[src/rtl/clrng_pkg.sv]
`timescale 1ns / 1ps
// Shared constants of the combined congruential generator with shuffle table.
package clrng_pkg;

   localparam int VAL_W = 31;
   localparam int TABLE_DEPTH_DEF = 32;

   localparam logic [VAL_W-1:0] MOD1 = 31'd2147483563;
   localparam logic [VAL_W-1:0] MOD2 = 31'd2147483399;
   localparam logic [15:0] MUL1 = 16'd40014;
   localparam logic [15:0] MUL2 = 16'd40692;
   localparam logic [VAL_W-1:0] SPAN = 31'd2147483562;
   localparam logic [VAL_W-1:0] SEED_RESET = 31'd1234512345;
   localparam logic [VAL_W-1:0] SECOND_RESET = 31'd123456789;

endpackage

[src/rtl/clrng_lehmer.sv]
`timescale 1ns / 1ps
// One multiplicative congruential step: multiply, then fold modulo 2^31 - d.
module clrng_lehmer import clrng_pkg::*; (
   input  logic             clock,
   input  logic             start,
   input  logic [VAL_W-1:0] z,
   input  logic [15:0]      multiplier,
   input  logic [VAL_W-1:0] modulus,
   output logic [VAL_W-1:0] result
);

   logic [VAL_W+15:0] prod_ff;
   logic [VAL_W+15:0] prod_in;
   logic [31:0]       diff_full;
   logic [7:0]        diff;
   logic [15:0]       hi;
   logic [VAL_W-1:0]  lo;
   logic [23:0]       fold;
   logic [31:0]       sum;
   logic [31:0]       reduced;

   assign prod_in = z * multiplier;

   always_ff @(posedge clock) begin
      if (start) begin
         prod_ff <= prod_in;
      end
   end

   // 2^31 is congruent to d, so fold the upper part back in with a small multiply
   assign diff_full = 32'h8000_0000 - {1'b0, modulus};
   assign diff      = diff_full[7:0];
   assign hi        = prod_ff[VAL_W+15:VAL_W];
   assign lo        = prod_ff[VAL_W-1:0];
   assign fold      = hi * diff;
   assign sum       = {1'b0, lo} + {8'd0, fold};
   assign reduced   = (sum >= {1'b0, modulus}) ? sum - {1'b0, modulus} : sum;
   assign result    = reduced[VAL_W-1:0];

endmodule

[src/rtl/clrng_bucket.sv]
`timescale 1ns / 1ps
// Table index from the previous output: divide by the bucket size via a reciprocal.
module clrng_bucket import clrng_pkg::*; #(
   parameter int TABLE_DEPTH = TABLE_DEPTH_DEF,
   parameter int IW = 5
) (
   input  logic             clock,
   input  logic             start,
   input  logic [VAL_W-1:0] last_value,
   output logic [IW-1:0]    idx
);

   localparam longint unsigned BUCKET  = 64'd1 + 64'(SPAN) / TABLE_DEPTH;
   localparam longint unsigned RECIP   = 64'h1_0000_0000 / BUCKET;
   localparam int              RECIP_W = $clog2(RECIP + 1);
   localparam int              QW      = $clog2(TABLE_DEPTH + 1);
   localparam int              PW      = VAL_W + RECIP_W;

   logic [PW-1:0]    prod_ff;
   logic [PW-1:0]    prod_in;
   logic [VAL_W-1:0] x_ff;
   logic [VAL_W-1:0] x2_ff;
   logic [QW-1:0]    q_ff;
   logic [QW-1:0]    q_in;
   logic [31:0]      qb_ff;
   logic [31:0]      qb_in;
   logic [31:0]      rem;
   logic [QW-1:0]    q_fix;

   assign prod_in = PW'(last_value) * PW'(RECIP);

   always_ff @(posedge clock) begin
      if (start) begin
         prod_ff <= prod_in;
         x_ff    <= last_value;
      end
   end

   // estimate is the true quotient or one below it
   assign q_in  = QW'(prod_ff >> 32);
   assign qb_in = 32'(q_in * BUCKET);

   always_ff @(posedge clock) begin
      q_ff  <= q_in;
      qb_ff <= qb_in;
      x2_ff <= x_ff;
   end

   always_comb begin
      rem   = {1'b0, x2_ff} - qb_ff;
      q_fix = q_ff;
      if (rem >= 32'(BUCKET)) begin
         q_fix = q_ff + QW'(1);
      end
      if (q_fix > QW'(TABLE_DEPTH - 1)) begin
         q_fix = QW'(TABLE_DEPTH - 1);
      end
   end

   assign idx = IW'(q_fix);

endmodule

[src/rtl/clrng_table.sv]
`timescale 1ns / 1ps
// Shuffle table: single-port write, registered read, entries read as zero until written.
module clrng_table import clrng_pkg::*; #(
   parameter int TABLE_DEPTH = TABLE_DEPTH_DEF,
   parameter int IW = 5
) (
   input  logic             clock,
   input  logic             reset,
   input  logic             wr_en,
   input  logic [IW-1:0]    wr_addr,
   input  logic [VAL_W-1:0] wr_data,
   input  logic             rd_en,
   input  logic [IW-1:0]    rd_addr,
   output logic [VAL_W-1:0] rd_data
);

   logic [VAL_W-1:0]       table_mem [TABLE_DEPTH];
   logic [TABLE_DEPTH-1:0] valid_ff;
   logic [VAL_W-1:0]       rd_data_ff;
   logic                   rd_valid_ff;

   always_ff @(posedge clock) begin
      if (wr_en) begin
         table_mem[wr_addr] <= wr_data;
      end
      if (rd_en) begin
         rd_data_ff <= table_mem[rd_addr];
      end
   end

   always_ff @(posedge clock) begin
      if (reset) begin
         valid_ff    <= '0;
         rd_valid_ff <= 1'b0;
      end else begin
         if (wr_en) begin
            valid_ff[wr_addr] <= 1'b1;
         end
         if (rd_en) begin
            rd_valid_ff <= valid_ff[rd_addr];
         end
      end
   end

   assign rd_data = rd_valid_ff ? rd_data_ff : '0;

endmodule

[src/rtl/combined_lcg_shuffle_rng_core.sv]
`timescale 1ns / 1ps
// Combined congruential generator with shuffle table: one 31-bit value per draw beat,
// in 1..2147483562 (divide by 2147483563 for a uniform deviate). A draw beat is taken
// only while idle: the index divide and both generator steps run in CALC0, CALC1 and
// CALC2, then the shuffle table is read, and it is written back once the output register
// is free, so no new beat is taken before the last is through. A seed write arms a
// reseed; the next draw beat first runs TABLE_DEPTH+8 warm-up steps of the first
// generator, each one multiply and one modular fold. A beat with draw low is taken and
// dropped. Out of reset the table reads as zero and the generator runs unseeded until seeded.
module combined_lcg_shuffle_rng_core import clrng_pkg::*; #(
   parameter int TABLE_DEPTH = TABLE_DEPTH_DEF
) (
   input  logic             clock,
   input  logic             reset,
   input  logic             req_valid,
   output logic             req_ready,
   input  logic             req_draw,
   output logic             rsp_valid,
   input  logic             rsp_ready,
   output logic [VAL_W-1:0] rsp_value,
   input  logic             csr_valid,
   output logic             csr_ready,
   input  logic [VAL_W-1:0] csr_seed
);

   localparam int IW = (TABLE_DEPTH > 1) ? $clog2(TABLE_DEPTH) : 1;
   localparam int WW = $clog2(TABLE_DEPTH + 8);

   localparam logic [2:0] ST_IDLE      = 3'd0;
   localparam logic [2:0] ST_WARM_MUL  = 3'd1;
   localparam logic [2:0] ST_WARM_FOLD = 3'd2;
   localparam logic [2:0] ST_CALC0     = 3'd3;
   localparam logic [2:0] ST_CALC1     = 3'd4;
   localparam logic [2:0] ST_CALC2     = 3'd5;
   localparam logic [2:0] ST_READ      = 3'd6;

   logic [2:0]       state_ff,     state_in;
   logic [VAL_W-1:0] seed_ff,      seed_in;
   logic             pending_ff,   pending_in;
   logic [VAL_W-1:0] gen1_ff,      gen1_in;
   logic [VAL_W-1:0] gen2_ff,      gen2_in;
   logic [VAL_W-1:0] last_ff,      last_in;
   logic [WW-1:0]    warm_ff,      warm_in;
   logic [IW-1:0]    idx_ff,       idx_in;
   logic             rsp_valid_ff, rsp_valid_in;
   logic [VAL_W-1:0] rsp_value_ff, rsp_value_in;

   logic             gen1_start;
   logic             gen2_start;
   logic             bucket_start;
   logic [VAL_W-1:0] gen1_res;
   logic [VAL_W-1:0] gen2_res;
   logic [IW-1:0]    bucket_idx;
   logic             tbl_wr_en;
   logic [IW-1:0]    tbl_wr_addr;
   logic [VAL_W-1:0] tbl_wr_data;
   logic             tbl_rd_en;
   logic [IW-1:0]    tbl_rd_addr;
   logic [VAL_W-1:0] tbl_rd_data;
   logic [VAL_W-1:0] seed_eff;
   logic [31:0]      diff;
   logic [31:0]      diff_fix;
   logic [VAL_W-1:0] draw_value;
   logic             out_free;

   assign gen1_start   = (state_ff == ST_WARM_MUL) || (state_ff == ST_CALC0);
   assign gen2_start   = (state_ff == ST_CALC0);
   assign bucket_start = (state_ff == ST_CALC0);

   clrng_lehmer u_gen1 (
      .clock      (clock),
      .start      (gen1_start),
      .z          (gen1_ff),
      .multiplier (MUL1),
      .modulus    (MOD1),
      .result     (gen1_res)
   );

   clrng_lehmer u_gen2 (
      .clock      (clock),
      .start      (gen2_start),
      .z          (gen2_ff),
      .multiplier (MUL2),
      .modulus    (MOD2),
      .result     (gen2_res)
   );

   clrng_bucket #(
      .TABLE_DEPTH (TABLE_DEPTH),
      .IW          (IW)
   ) u_bucket (
      .clock      (clock),
      .start      (bucket_start),
      .last_value (last_ff),
      .idx        (bucket_idx)
   );

   clrng_table #(
      .TABLE_DEPTH (TABLE_DEPTH),
      .IW          (IW)
   ) u_table (
      .clock   (clock),
      .reset   (reset),
      .wr_en   (tbl_wr_en),
      .wr_addr (tbl_wr_addr),
      .wr_data (tbl_wr_data),
      .rd_en   (tbl_rd_en),
      .rd_addr (tbl_rd_addr),
      .rd_data (tbl_rd_data)
   );

   assign seed_eff = (seed_ff == '0) ? VAL_W'(1) : seed_ff;

   // entry minus second generator, folded into 1..SPAN
   always_comb begin
      diff     = {1'b0, tbl_rd_data} - {1'b0, gen2_ff};
      diff_fix = diff;
      if (diff[31] || (diff == '0)) begin
         diff_fix = diff + {1'b0, SPAN};
      end
   end

   assign draw_value = diff_fix[VAL_W-1:0];
   assign out_free   = !rsp_valid_ff || rsp_ready;

   always_comb begin
      state_in     = state_ff;
      seed_in      = seed_ff;
      pending_in   = pending_ff;
      gen1_in      = gen1_ff;
      gen2_in      = gen2_ff;
      last_in      = last_ff;
      warm_in      = warm_ff;
      idx_in       = idx_ff;
      rsp_valid_in = rsp_valid_ff && !rsp_ready;
      rsp_value_in = rsp_value_ff;
      tbl_wr_en    = 1'b0;
      tbl_wr_addr  = idx_ff;
      tbl_wr_data  = gen1_ff;
      tbl_rd_en    = 1'b0;
      tbl_rd_addr  = bucket_idx;

      if (csr_valid) begin
         seed_in    = csr_seed;
         pending_in = 1'b1;
      end

      unique case (state_ff)
         ST_IDLE: begin
            if (req_valid && req_draw) begin
               if (pending_ff) begin
                  gen1_in  = seed_eff;
                  gen2_in  = seed_eff;
                  warm_in  = WW'(TABLE_DEPTH + 7);
                  state_in = ST_WARM_MUL;
               end else begin
                  state_in = ST_CALC0;
               end
            end
         end
         ST_WARM_MUL: begin
            state_in = ST_WARM_FOLD;
         end
         ST_WARM_FOLD: begin
            gen1_in = gen1_res;
            if (warm_ff < WW'(TABLE_DEPTH)) begin
               tbl_wr_en   = 1'b1;
               tbl_wr_addr = IW'(warm_ff);
               tbl_wr_data = gen1_res;
            end
            if (warm_ff == '0) begin
               last_in    = gen1_res;
               pending_in = 1'b0;
               state_in   = ST_CALC0;
            end else begin
               warm_in  = warm_ff - WW'(1);
               state_in = ST_WARM_MUL;
            end
         end
         ST_CALC0: begin
            state_in = ST_CALC1;
         end
         ST_CALC1: begin
            gen1_in  = gen1_res;
            gen2_in  = gen2_res;
            state_in = ST_CALC2;
         end
         ST_CALC2: begin
            tbl_rd_en = 1'b1;
            idx_in    = bucket_idx;
            state_in  = ST_READ;
         end
         ST_READ: begin
            // hold the read data until the output register is free
            if (out_free) begin
               last_in      = draw_value;
               rsp_valid_in = 1'b1;
               rsp_value_in = draw_value;
               tbl_wr_en    = 1'b1;
               state_in     = ST_IDLE;
            end
         end
         default: begin
            state_in = ST_IDLE;
         end
      endcase
   end

   always_ff @(posedge clock) begin
      if (reset) begin
         state_ff     <= ST_IDLE;
         seed_ff      <= SEED_RESET;
         pending_ff   <= 1'b0;
         gen1_ff      <= SEED_RESET;
         gen2_ff      <= SECOND_RESET;
         last_ff      <= '0;
         rsp_valid_ff <= 1'b0;
      end else begin
         state_ff     <= state_in;
         seed_ff      <= seed_in;
         pending_ff   <= pending_in;
         gen1_ff      <= gen1_in;
         gen2_ff      <= gen2_in;
         last_ff      <= last_in;
         rsp_valid_ff <= rsp_valid_in;
      end
   end

   always_ff @(posedge clock) begin
      warm_ff      <= warm_in;
      idx_ff       <= idx_in;
      rsp_value_ff <= rsp_value_in;
   end

   assign req_ready = (state_ff == ST_IDLE);
   assign rsp_valid = rsp_valid_ff;
   assign rsp_value = rsp_value_ff;
   assign csr_ready = 1'b1;

   a_value_range: assert property (@(posedge clock) disable iff (reset)
      rsp_valid |-> (rsp_value != '0) && (rsp_value <= SPAN))
      else $error("result outside 1..SPAN");

   a_gen_reduced: assert property (@(posedge clock) disable iff (reset)
      (state_ff == ST_CALC2) |-> (gen1_ff < MOD1) && (gen2_ff < MOD2))
      else $error("generator state not reduced");

   a_idx_range: assert property (@(posedge clock) disable iff (reset)
      (state_ff == ST_CALC2) |-> ({1'b0, bucket_idx} < (IW + 1)'(TABLE_DEPTH)))
      else $error("table index beyond depth");

   a_warm_done: assert property (@(posedge clock) disable iff (reset)
      (state_ff == ST_WARM_FOLD) && (warm_ff == '0) |=> !pending_ff && (state_ff == ST_CALC0))
      else $error("reseed not retired after warm-up");

endmodule

[config.mk]
export PLATFORM = sky130hd
export DESIGN_NAME = combined_lcg_shuffle_rng_core
export DESIGN_NICKNAME = d
export VERILOG_FILES = /design/src/rtl/clrng_pkg.sv /design/src/rtl/clrng_lehmer.sv /design/src/rtl/clrng_bucket.sv /design/src/rtl/clrng_table.sv /design/src/rtl/combined_lcg_shuffle_rng_core.sv
export SDC_FILE = /design/constraint.sdc
export NUM_CORES = 2
export LEC_CHECK = 0
export BUFFER_PORTS_ARGS = -buffer_cell sky130_fd_sc_hd__buf_4
export CAP_MARGIN = 20
export CORE_MARGIN = 2
export CORE_UTILIZATION = 35
export DETAILED_ROUTE_END_ITERATION = 16
export PLACE_DENSITY = 0.52
export RECOVER_POWER = 25
export SYNTH_ARGS = -nofsm -noshare
export SYNTH_HDL_FRONTEND = slang
export SYNTH_SLANG_ARGS = --single-unit
[constraint.sdc]
create_clock -name clock -period 6.9 [get_ports clock]
set_input_delay 1.035 -clock clock [delete_from_list [all_inputs] [get_ports clock]]
set_output_delay 1.035 -clock clock [all_outputs]
set_load 0.03 [all_outputs]
# Yosys cells after proc, flatten, opt, wreduce, memory -nomap -nowiden
# Memory sizes are Yosys's and may differ from the RTL's. A register that Yosys moved wholly into a read port is not among the register bits.
# Cells that the tools add are included.
# W data, S select, Z words.
word_totals:
  inputBits: 37
  wordCells: 118
  n_memories: 1
  out_inout_bits: 34
  ff_bits: 393
  mem_bits_rw: 992
op_classes:
  multipliers: 5
  n_eq_ne: 11
  order_cmp: 8
  mux: 42
  add_sub_neg: 9
  reduce_logical: 23
  n_bitwise: 1
mem_list:
  columns: ["name", "words", "width", "read_ports", "rd_ports_with_merged_regs", "wr", "line", "rtl"]
  rows:
  - ["u_table.table_mem", 32, 31, 1, 1, 1, "clrng_table.sv:17", "logic [VAL_W-1:0] table_mem [TABLE_DEPTH];"]
op_table:
  columns: ["op", "n"]
  rows:
  - ["$mux W31", 11]
  - ["$pmux W31 S2", 3]
  - ["$ge A32 B31 Y1 const B", 2]
  - ["$sub A31 B31 Y31 const B", 2]
  - ["$mul A31 B15 Y46 const B", 1]
  - ["$mul A31 B14 Y45 const B", 1]
  - ["$add A31 B23 Y32", 1]
  - ["$add A31 B24 Y32", 1]
  - ["$ge A32 B26 Y1 const B", 1]
  - ["$logic_not A32 Y1", 1]
  - ["$or A32 B32 Y32", 1]
  - ["$sub A31 B31 Y32", 1]
  - ["$sub A31 B32 Y32", 1]
  - ["$add A31 B31 Y31 const B", 1]
  - ["$logic_not A31 Y1", 1]
  - ["$mul A5 B25 Y30 const B", 1]
  - ["$mul A16 B8 Y24 const B", 1]
  - ["$mux W6", 4]
  - ["$mul A16 B7 Y23 const B", 1]
  - ["$pmux W3 S7", 1]
  - ["$mux W5", 3]
  - ["$lt A5 B6 Y1 const B", 2]
  - ["$mux W1", 12]
  - ["$pmux W6 S2", 1]
  - ["other kinds (25)", 44]

# Logic depth before layout (Yosys ltp)
depth:
  depth_word: 8
  ltp_mapped: 25
  ltp_nobuf: 25

# Hierarchy
# A second synthesis with hierarchy kept.
unflattened:
  cells_unflattened: 8877
  area_unflattened_um2: 103978.5
by_module_without_submodules:
  columns: ["module", "area_per_inst_um2", "instances", "seq_area_each_um2", "cells_per_inst"]
  rows:
  - ["clrng_table", 40072.2, 1, 31380.1, 1663]
  - ["clrng_lehmer (u_gen2)", 24253.3, 1, 1411.4, 2753]
  - ["clrng_lehmer (u_gen1)", 23915.4, 1, 1411.4, 2741]
  - ["combined_lcg_shuffle_rng_core", 10521.3, 1, 3843.7, 1189]
  - ["clrng_bucket", 5216.3, 1, 2042.0, 531]

# Worst setup path before layout
# No wires, ideal clock.
synth_path:
  path_kind: "register -> register"
  start: "register u_gen1.prod_ff[32]"
  end: "memory u_table.table_mem[0][20], data pin"
  period_less_slack_ns: 7.566
  path_slack_ns: -0.666
  required_ns: 6.446
  path_stages_with_launch: 21
  arrival_time_ns: 7.112
  n_path_buf: 0
  setup_time_ns: 0.454
  cell_sequence: "edfxtp_1 > ha_1 > fa_1 > inv_1 > fa_1 > fa_1 > inv_1 > ha_1 > a211oi_1 > o21a_1 > o211a_1 > nor3b_1 > or3_4 > a31o_2 > a211oi_1 > nand4_1 > o41ai_2 > nor2b_1 > nor2b_1 > xnor2_1 > o21ai_0"
synth_between:
  elab_chain_len: 6
  elab_cells_between_ends: 7
  cone_classes: "2 x add/sub; 1 x mul; 1 x order compare; 3 x mux"
synth_lines:
  columns: ["item", "line", "rtl"]
  rows:
  - ["start: declaration", "clrng_lehmer.sv:12", "logic [VAL_W+15:0] prod_ff;"]
  - ["start signal: assignment", "clrng_lehmer.sv:26", "prod_ff <= prod_in;"]
  - ["$mul A16 B7 Y23 (*)", "clrng_lehmer.sv:35", "assign fold = hi * diff;"]
  - ["$add A31 B23 Y32 (*)", "clrng_lehmer.sv:36", "assign sum = {1'b0, lo} + {8'd0, fold};"]
  - ["$sub A31 B31 Y31 or $ge A32 B31 Y1 (tied branches)", "clrng_lehmer.sv:37", "assign reduced = (sum >= {1'b0, modulus}) ? sum - {1'b0, modulus} : sum;"]
  - ["$mux W31 (*)", "clrng_lehmer.sv:37", null]
  - ["$mux W31 (*)", "combined_lcg_shuffle_rng_core.sv:166", "if (warm_ff < WW'(TABLE_DEPTH)) begin"]
  - ["$mux W31 (*)", "combined_lcg_shuffle_rng_core.sv:148", "unique case (state_ff)"]
  - ["net tbl_wr_data[20]", "combined_lcg_shuffle_rng_core.sv:56", "logic [VAL_W-1:0] tbl_wr_data;"]
  - ["end: declaration", "clrng_table.sv:17", null]
# Mark *: on every way through the listed nets, which the timed path passes. The rest lies on a longest branch.

# Final worst setup path
layout_path:
  start: "register u_gen2.prod_ff[37]"
  end: "register gen2_ff[19]"
layout_between:
  elab_chain_len: 5
  elab_cells_between_ends: 6
  cone_classes: "2 x add/sub; 1 x mul; 1 x order compare; 2 x mux"
layout_lines:
  columns: ["item", "line", "rtl"]
  rows:
  - ["start: declaration", "clrng_lehmer.sv:12", null]
  - ["start signal: assignment", "clrng_lehmer.sv:26", null]
  - ["$mul A16 B8 Y24 (*)", "clrng_lehmer.sv:35", null]
  - ["$add A31 B24 Y32 (*)", "clrng_lehmer.sv:36", null]
  - ["$sub A31 B31 Y31 or $ge A32 B31 Y1 (tied branches)", "clrng_lehmer.sv:37", null]
  - ["$mux W31 (*)", "clrng_lehmer.sv:37", null]
  - ["$pmux W31 S2 (*)", "combined_lcg_shuffle_rng_core.sv:148", null]
  - ["end signal: assignment", "combined_lcg_shuffle_rng_core.sv:223", "gen2_ff <= gen2_in;"]
  - ["end: declaration", "combined_lcg_shuffle_rng_core.sv:41", "logic [VAL_W-1:0] gen2_ff, gen2_in;"]
# Every way passes the cells marked *; elsewhere a longest branch is shown, timed or not.
# A chain may end at the register's enable or synchronous reset.

==> impl_metrics.ini <==
[drt]
vias = 57100
post_drt_via_cell_ratio = 5.35
dr.pass1.iters = 6
wl_per_cell_um = 24.8
drt_iter0_markers = 5121
detail-route-antenna-nets = 0
drcViolationCount = 0
drt-total-wl_mm = 264

[setup_path]
required_ns = 7.60
crit_path_start_kind = flip-flop
cpMostUsedCell = fa_1
crit_type = reg2reg
slowest_delay_ns = 0.60
cp_cell_sequence = buf_4 > ha_1 > fa_1 > inv_1 > fa_1 > fa_1 > inv_1 > fa_1 > a211oi_2 > o21ai_0 > a21oi_1 > or4b_2 > nand3_1 > nand4_1 > nor4b_2 > nor4b_4 > a21boi_2 > buf_12 > nor3_2 > buf_4 > nand2_1 > xnor2_1 > buf_4 > a211o_1
endpoint_kind = flip-flop
worstPathArrival_ns = 7.37
cpMaxStageDelayCell = or4b_2
cp_max_fo = 17
ff2ff_path_depth = 24

[logic_synthesis]
synth_edf_count = 1186
ys_ff_latch = 1404
synthCells = 7066
synth.distinct_cells = 107
yosys_most_used_dff = edfxtp_1
yosysWarnings = 0
synth_top_area_cell = edfxtp_1
synth_seq_area_share = 0.489
synthTopCellsByArea = edfxtp_1, fa_1, ha_1, dfxtp_1, nand2_1
syn-cell-area_sq_um = 81800
netlist_top_cells_count = edfxtp_1, nand2_1, inv_1, ha_1, fa_1
synth_top_cell_area_share = 0.436
avgSynthCellArea_sq_um = 11.6
async_flop_share = 0
synth_most_common_cell = edfxtp_1
synthesis.nets = 8103

[clocking]
cts_root_buf = clkbuf_16
path_clk_slew_ns = 0.06
cts_tree = done
cts_max_level = 4
clk_latency_ns = 0.85
clock_sinks = 1404
cts_max_path_buffers = 3
cts_hold_buf = 0
cts_buffers = 157

[grt]
grt_pass1_vias = 56900
grt_max_degree = 91
grt_usage = 0.220
antenna_found_initial = 17
grt_pass1_wl_mm = 387
overflow = 0

[status]
status = finished, violations left
violations = max-capacitance violations, max-slew violations

[die]
rows = 177
start_util = 0.352
dieArea_sq_um = 237000
die_x_um = 487
die_h_um = 487
core_sq_um = 232000
pin_count = 71

[placed_design]
dp.final_hpwl_mm = 187
gp_congestion = 0.927
port_buffers = 69

[min_path]
hold_depth = 0
hp-class = reg2reg

[sta]
worst-slew-pin-transition_ns = 3.82
drv_slew = 552
finalCriticalPeriod_ns = 6.68
clock_skew_ns = 0.0796
fin_crit_sh = 0.968
setup_viol = 0
slew_headroom = -1.54
hold_ws_ns = 0.325
hold_viol_final = 0
max_freq_mhz = 150

[finish]
fin_nets = 8542
syn_to_final_growth_pct = 15.8
drive_above_1_share = 0.117
n_fill_cell = 22000

[flow_run]
cap_violations = 27
-- layout make-up --
type	count	area, sq um	share of cell area
Antenna cell	3	7.51	0.0000793
Clock buffer	193	4110	0.0434
Clock inverter	92	1010	0.0107
Inverter	828	3120	0.0329
Multi-Input combinational cell	4572	38100	0.402
Sequential cell	1404	40000	0.422
Tap cell	3043	3810	0.0402
Timing Repair Buffer	542	4520	0.0478
-- flip-flops by register name, indices dropped and copies added (netlist names), 27 cells and up --
signal / cells
u_bucket.x_ff: 30
seed_ff: 31
u_table.valid_ff: 32
gen2_ff: 31
u_gen1.prod_ff: 46
u_table.table_mem: 992
u_gen2.prod_ff: 45
u_table.rd_data_ff: 31
u_bucket.x2_ff: 29
rsp_value: 31
u_bucket.qb_ff: 27
last_ff: 30
gen1_ff: 31
-- cells in the final DEF (no fill, tap or decap), drive strengths merged, types with 43 or more instances in the layout --
cell type / n
edfxtp: 1186
nand2: 874
inv: 834
ha: 537
buf: 493
fa: 463
nor2: 327
nand3: 264
clkbuf: 242
dfxtp: 218
mux2i: 216
a21oi: 210
o21ai: 195
xnor2: 149
a32oi: 123
a21o: 100
a31oi: 85
xor2: 80
nor3: 72
clkinv: 72
nor4: 60
nand2b: 59
a211oi: 59
nor2b: 58
and2: 51
a211o: 47
o21a: 44
a311oi: 43
-- path summary, 6_finish.rpt --
path	from	slack [ns]	to
worst max register to register	u_gen2.prod_ff[37]	0.22	gen2_ff[19]
worst min-delay path	u_bucket.x_ff[18]	0.32	u_bucket.x2_ff[18]
worst max-delay path	u_gen2.prod_ff[37]	0.22	gen2_ff[19]
worst min register to register	u_bucket.x_ff[18]	0.32	u_bucket.x2_ff[18]
-- repair_timing --
item                                    CTS  global route
gates resized for setup                  14            78
endpoints found under the setup margin  166           928
buffers inserted                          1            11
pin swaps                                 0            20
-- through the flow --
stage          instance area, sq um   util  setup slack [ns]  instances  setup TNS, ns
3_3_place_gp                  89300  0.384            -0.141      10400          -2.76
3_5_place_dp                  89400  0.385            -0.301      10400         -14.38
6_report                      94600  0.407             0.222      10700              0
5_1_grt                       94600  0.407           -0.0854      10700         -0.886
2_1_floorplan                 81800      -            0.0324       7066              0
4_1_cts                       94500  0.407           0.00207      10700              0
-- logic make-up after synthesis --
| family | after synthesis | share of synthesized area |
|---|---|---|
| AOI/OAI and AO/OA | 1170 | 0.100 |
| xor gates and xnor gates | 229 | 0.0245 |
| adders and majority gates | 1000 | 0.196 |
| buffers and inverters | 1090 | 0.0532 |
| DFF | 1404 | 0.489 |
| muxes | 221 | 0.0275 |
| other | 1 | 0.0000459 |
| and+or+nand+nor | 1951 | 0.110 |
-- worst max-delay path: cells and delay by family, from the launching register on --
kind / cells / cell delay (ns)
compound gates: 5 / 1.03
xor+xnor: 1 / 0.14
fa+ha+maj: 5 / 2.32
buf+inv: 6 / 0.82
flops: 1 / 0.48
simple gates: 7 / 1.74
-- per-layer routing --
layer  track usage  share of wire  vias up
li1              -              -    25900
met1         0.309           0.45    29100
met2         0.352           0.46     1742
met3        0.0308          0.061      347
met4        0.0691          0.031        6
met5             0        0.00018        -
Power is not shown: default switching activity piles up to over one toggle a cycle in this logic, so the estimate is an artifact.
